File: src/imhk_pkg.sv
// Shared types and constants for the indexed min-heap key update block.
`timescale 1ns / 1ps
package imhk_pkg;

   localparam int AGENTS_DEFAULT    = 256;
   localparam int TIME_BITS_DEFAULT = 32;

   localparam int AGENT_ID_W = 8;
   localparam int NEW_TIME_W = 32;
   localparam int SLOT_W     = 8;
   localparam int TOP_TIME_W = 32;
   localparam int COUNT_W    = 9;

   localparam logic [COUNT_W-1:0] COUNT_RESET = 9'd256;

   // heap write actions
   typedef enum logic [2:0] {
      WR_NONE,
      WR_CLEAR,
      WR_MOVE_SEL,
      WR_MOVE_LEFT,
      WR_MOVE_PARENT,
      WR_PLACE
   } wr_kind_type;

   // heap read address forms, taken from the base position or the slot table read
   typedef enum logic [2:0] {
      RD_NONE,
      RD_SLOT,
      RD_CHILD,
      RD_LEFT,
      RD_PARENT
   } rd_kind_type;

   // which position the next step starts from
   typedef enum logic [1:0] {
      BASE_POS,
      BASE_SEL,
      BASE_LEFT,
      BASE_PARENT
   } base_type;

   typedef struct packed {
      wr_kind_type wr;
      rd_kind_type rd;
      base_type    base;
      logic        adv;
      logic        load_req;
      logic        load_slot;
      logic        set_moved;
      logic        load_rsp;
   } cmd_type;

   typedef struct packed {
      logic clr_last;
      logic slot_ok;
      logic changed;
      logic pos_down_more;
      logic pos_down_last;
      logic pos_at_root;
      logic sel_down_more;
      logic sel_down_last;
      logic parent_later;
      logic par_at_root;
   } status_type;

endpackage

File: src/imhk_ctrl.sv
// Sequencer for the heap update: clearing pass, lookup, sift down, sift up, result.
`timescale 1ns / 1ps
module imhk_ctrl import imhk_pkg::*; (
   input  logic       clock,
   input  logic       reset,
   input  logic       req_valid,
   output logic       req_ready,
   output logic       rsp_valid,
   input  logic       rsp_ready,
   input  status_type status,
   output cmd_type    cmd
);

   typedef enum logic [3:0] {
      CLEAR,
      IDLE,
      LOOKUP,
      CHECK,
      DOWN,
      LAST,
      UP,
      PLACE,
      DONE
   } state_type;

   state_type state_ff, state_in;
   logic      rsp_valid_ff;

   always_comb begin
      state_in = state_ff;
      cmd      = '{wr: WR_NONE, rd: RD_NONE, base: BASE_POS, default: 1'b0};
      case (state_ff)
         CLEAR: begin
            cmd.wr = WR_CLEAR;
            if (status.clr_last) begin
               state_in = IDLE;
            end
         end
         IDLE: begin
            if (req_valid) begin
               cmd.load_req = 1'b1;
               state_in     = LOOKUP;
            end
         end
         LOOKUP: begin
            cmd.load_slot = 1'b1;
            cmd.rd        = RD_SLOT;
            state_in      = CHECK;
         end
         CHECK: begin
            if (status.slot_ok && status.changed) begin
               cmd.set_moved = 1'b1;
               cmd.base      = BASE_POS;
               if (status.pos_down_more) begin
                  cmd.rd   = RD_CHILD;
                  state_in = DOWN;
               end else if (status.pos_down_last) begin
                  cmd.rd   = RD_LEFT;
                  state_in = LAST;
               end else if (!status.pos_at_root) begin
                  cmd.rd   = RD_PARENT;
                  state_in = UP;
               end else begin
                  state_in = PLACE;
               end
            end else begin
               state_in = DONE;
            end
         end
         DOWN: begin
            cmd.wr   = WR_MOVE_SEL;
            cmd.adv  = 1'b1;
            cmd.base = BASE_SEL;
            if (status.sel_down_more) begin
               cmd.rd   = RD_CHILD;
               state_in = DOWN;
            end else if (status.sel_down_last) begin
               cmd.rd   = RD_LEFT;
               state_in = LAST;
            end else begin
               cmd.rd   = RD_PARENT;
               state_in = UP;
            end
         end
         LAST: begin
            cmd.wr   = WR_MOVE_LEFT;
            cmd.adv  = 1'b1;
            cmd.base = BASE_LEFT;
            cmd.rd   = RD_PARENT;
            state_in = UP;
         end
         UP: begin
            if (status.parent_later) begin
               cmd.wr   = WR_MOVE_PARENT;
               cmd.adv  = 1'b1;
               cmd.base = BASE_PARENT;
               if (status.par_at_root) begin
                  state_in = PLACE;
               end else begin
                  cmd.rd   = RD_PARENT;
                  state_in = UP;
               end
            end else begin
               state_in = PLACE;
            end
         end
         PLACE: begin
            cmd.wr   = WR_PLACE;
            state_in = DONE;
         end
         DONE: begin
            if (!rsp_valid_ff || rsp_ready) begin
               cmd.load_rsp = 1'b1;
               state_in     = IDLE;
            end
         end
         default: state_in = IDLE;
      endcase
   end

   always_ff @(posedge clock) begin
      if (reset) begin
         state_ff     <= CLEAR;
         rsp_valid_ff <= 1'b0;
      end else begin
         state_ff <= state_in;
         if (cmd.load_rsp) begin
            rsp_valid_ff <= 1'b1;
         end else if (rsp_ready) begin
            rsp_valid_ff <= 1'b0;
         end
      end
   end

   assign req_ready = (state_ff == IDLE);
   assign rsp_valid = rsp_valid_ff;

endmodule

File: config.mk
export PLATFORM = sky130hd
export DESIGN_NAME = imhk_ctrl
export DESIGN_NICKNAME = d
export VERILOG_FILES = /design/src/imhk_pkg.sv /design/src/imhk_ctrl.sv
export SDC_FILE = /design/constraint.sdc
export NUM_CORES = 1
export LEC_CHECK = 0
export BUFFER_PORTS_ARGS = -buffer_cell sky130_fd_sc_hd__buf_2
export CELL_PAD_IN_SITES_DETAIL_PLACEMENT = 1
export CELL_PAD_IN_SITES_GLOBAL_PLACEMENT = 2
export CORE_MARGIN = 5
export CORE_UTILIZATION = 21
export DETAILED_ROUTE_END_ITERATION = 10
export PLACE_DENSITY = 0.78
export SYNTH_ARGS = -nofsm -noshare
export SYNTH_HDL_FRONTEND = slang
export SYNTH_SLANG_ARGS = --single-unit
File: constraint.sdc
create_clock -name clock -period 1.7 [get_ports clock]
set_input_delay 0.17 -clock clock [delete_from_list [all_inputs] [get_ports clock]]
set_output_delay 0.17 -clock clock [all_outputs]
set_load 0.02 [all_outputs]
==> impl_metrics.toml <==
[power]
p_leak_nw = 0.410
ir_worst_vdd_uv = 314
powerDensity_nw_per_um2 = 482

[route]
initialDrtViolationCount = 10
route.detailed.drc = 0
vias = 651
vias_per_cell = 4.82
drt-total-wl_mm = 1.89
dr.pass1.iters = 3
drtAntennaViolNets = 0
detail_route.wl_per_cell_um = 14.0

[clock_tree]
holdBufCountCts = 0
cts_num_sinks = 5
htree_levels = 1
root_buffer = "clkbuf_4"
clk_transition_reported_paths_ps = 50
clk_latency_ps = 250
cts_tree = "yes"
cts_buffer_depth = 2
cts_buffers = 3

[global_routing]
antenna_found_initial = 0
grt_overflow_total = 0
grt_pass1_wl_mm = 2.93
track_usage_pct = 11.0
grt_max_degree = 15
first_global_vias = 654

[sta]
hold_viol = 0
skew_ps = 10.4
slew_headroom_pct = 73.4
fin_crit_sh_pct = 98.9
maxSlewViolCount = 0
setup_viol = 0
max_freq_mhz = 595
rsz0062_at_grt = "yes"
period_needed_ps = 1680
worst_pin_slew_ps = 397

[logic_synthesis]
synth_top_cell_by_area = "dfxtp_1"
synth_edf_count = 0
yosys-top-cells-count = "nor2_1, a21oi_1, dfxtp_1, nand2b_1"
ys_types = 31
synthCells = 71
yosysWarnings = 0
yosys-top-cells-area = "dfxtp_1, nor2_1, a21oi_1, nand2b_1, nor2b_1"
postSynthAreaPerCell_um2 = 7.12
ys_ff_latch = 5
syn-num-nets = 85
yosysSeqAreaShare_pct = 19.8
ys.flop_type = "dfxtp_1"
synthArstFlopShare_pct = 0
syn_area_um2 = 505
synth_most_common_cell = "nor2_1"
synth_top_area_share_pct = 19.8

[floorplanning]
dieArea_um2 = 3490
core_area_um2 = 2250
die_w_um = 59.1
dieHeight_um = 59.1
io_pins = 29
initial_core_util_pct = 22.4
rows = 17

[final_layout]
area_growth_pct = 57.9
nNetsFinal = 122
fin_util_pct = 35.4
num-fill-cells = 292
fin_area_um2 = 798
layout-drive-gt1-share_pct = 47.7
diodes = 0

[outcome]
status = "finished clean"

[worst_setup_path]
startpoint = "state_ff[2]"
cpPeakStageDelay_ps = 410
worstSetupEndpointType = "flip-flop"
path_class = "reg -> reg"
crit_buf_inv = 1
path_delay_family = "simple AND/OR/NAND/NOR gates"
crit_arrival_ps = 1820
crit_chain = "nand3b_1 -> buf_4 -> or4_1 -> a2111oi_2"
reg2reg_from = "state_ff[2]"
cp.required_ps = 1840
rr_worst_depth = 4
ff2ff_setup_slack_ps = 20
worstSetupStartpointType = "flip-flop"
crit_end = "state_ff[1]"
path_depth = 4
cpMaxStageDelayCell = "or4_1"
reg2reg_to = "state_ff[1]"
cp_max_fo = 11

[place]
placed_cell_area_um2 = 698
portBuffers = 28
dp_hpwl_mm = 1.48
globalplace.congestion = 0.770

[worst_hold_path]
min_path_type = "in -> reg"

[job]
drv_cap = 0
## layer usage
| layer | wire [µm] | vias up | global-route usage, % |
|---|---|---|---|
| met5 | 0 | - | 0 |
| met1 | 843 | 294 | 12.3 |
| met2 | 899 | 21 | 18.5 |
| met4 | 36 | 0 | 6.15 |
| li1 | - | 332 | - |
| met3 | 107 | 4 | 3.05 |
## cells by family after synthesis
group	Yosys count	share of synthesized area, %
AND/OR/NAND/NOR	35	42.8
AO/OA/AOI/OAI	21	28.5
buffers and inverters	10	8.91
flip-flops	5	19.8
## power by group
group	leakage (nW)	switching, mW	total, mW	internal [mW]
logic	0.353	0.0621	0.118	0.0560
registers	0.0421	0.00581	0.126	0.120
clock network	0.0150	0.0520	0.141	0.0890
total	0.410	0.120	0.385	0.265
## layout by cell type (no fill, tap or decap), types with 3 or more instances in the layout
master / netlist / final
nor2_1: 10 / 10
clkbuf_4: 0 / 3
buf_4: 2 / 14
inv_1: 3 / 3
nor2b_1: 4 / 4
o21ai_0: 4 / 4
buf_2: 0 / 24
a21oi_1: 7 / 7
nand2b_1: 5 / 4
## metrics by stage
stage / hold WS [ps] / setup TNS, ps / std cells / setup slack (ps) / power, mW
floorplan: 239 / 0 / 71 / 27.0 / 0.187
global placement: 415 / 0 / 126 / 158 / 0.229
detailed placement: 415 / 0 / 126 / 99.5 / 0.232
CTS: 149 / 0 / 132 / 14.3 / 0.378
global route: 144 / -83.2 / 135 / -40.8 / 0.414
finish: 149 / 0 / 135 / 19.5 / 0.385
## flip-flops by register name (all words and copies together), names as in the netlist
register   count
state_ff       4
rsp_valid      1
## how the worst min path moves through the flow
stage | from | cells after the start | slack (ps) | end
2_1_floorplan | reset | 1 | 240 | state_ff[2]
3_3_place_gp | reset | 2 | 420 | state_ff[3]
3_5_place_dp | reset | 2 | 420 | state_ff[2]
4_1_cts | reset | 2 | 150 | state_ff[2]
5_1_grt | reset | 2 | 140 | state_ff[1]
6_report | reset | 2 | 150 | state_ff[2]
## worst reg2reg max path, cell delays in order, from the launching register on
cell and delay [ps]:
dfxtp_4 380, nand3b_1 250, buf_4 180, or4_1 410, a2111oi_2 350
## layout make-up
cell class                      instances  area [µm²]  share of cell area (%)
Multi-Input combinational cell         56         383                    48.0
Timing Repair Buffer                   39         236                    29.6
Sequential cell                         5         106                    13.3
Tap cell                               28        35.0                    4.39
Clock buffer                            4        26.3                    3.29
Inverter                                3        11.3                    1.41
## repair_timing
| item | in CTS | in global routing |
|---|---|---|
| pin swaps | 0 | 1 |
| gates resized for setup | 3 | 10 |
| setup buffers | 2 | 3 |
| setup endpoints to repair | 5 | 7 |
Note: power is estimated with default switching activity, not from simulation.
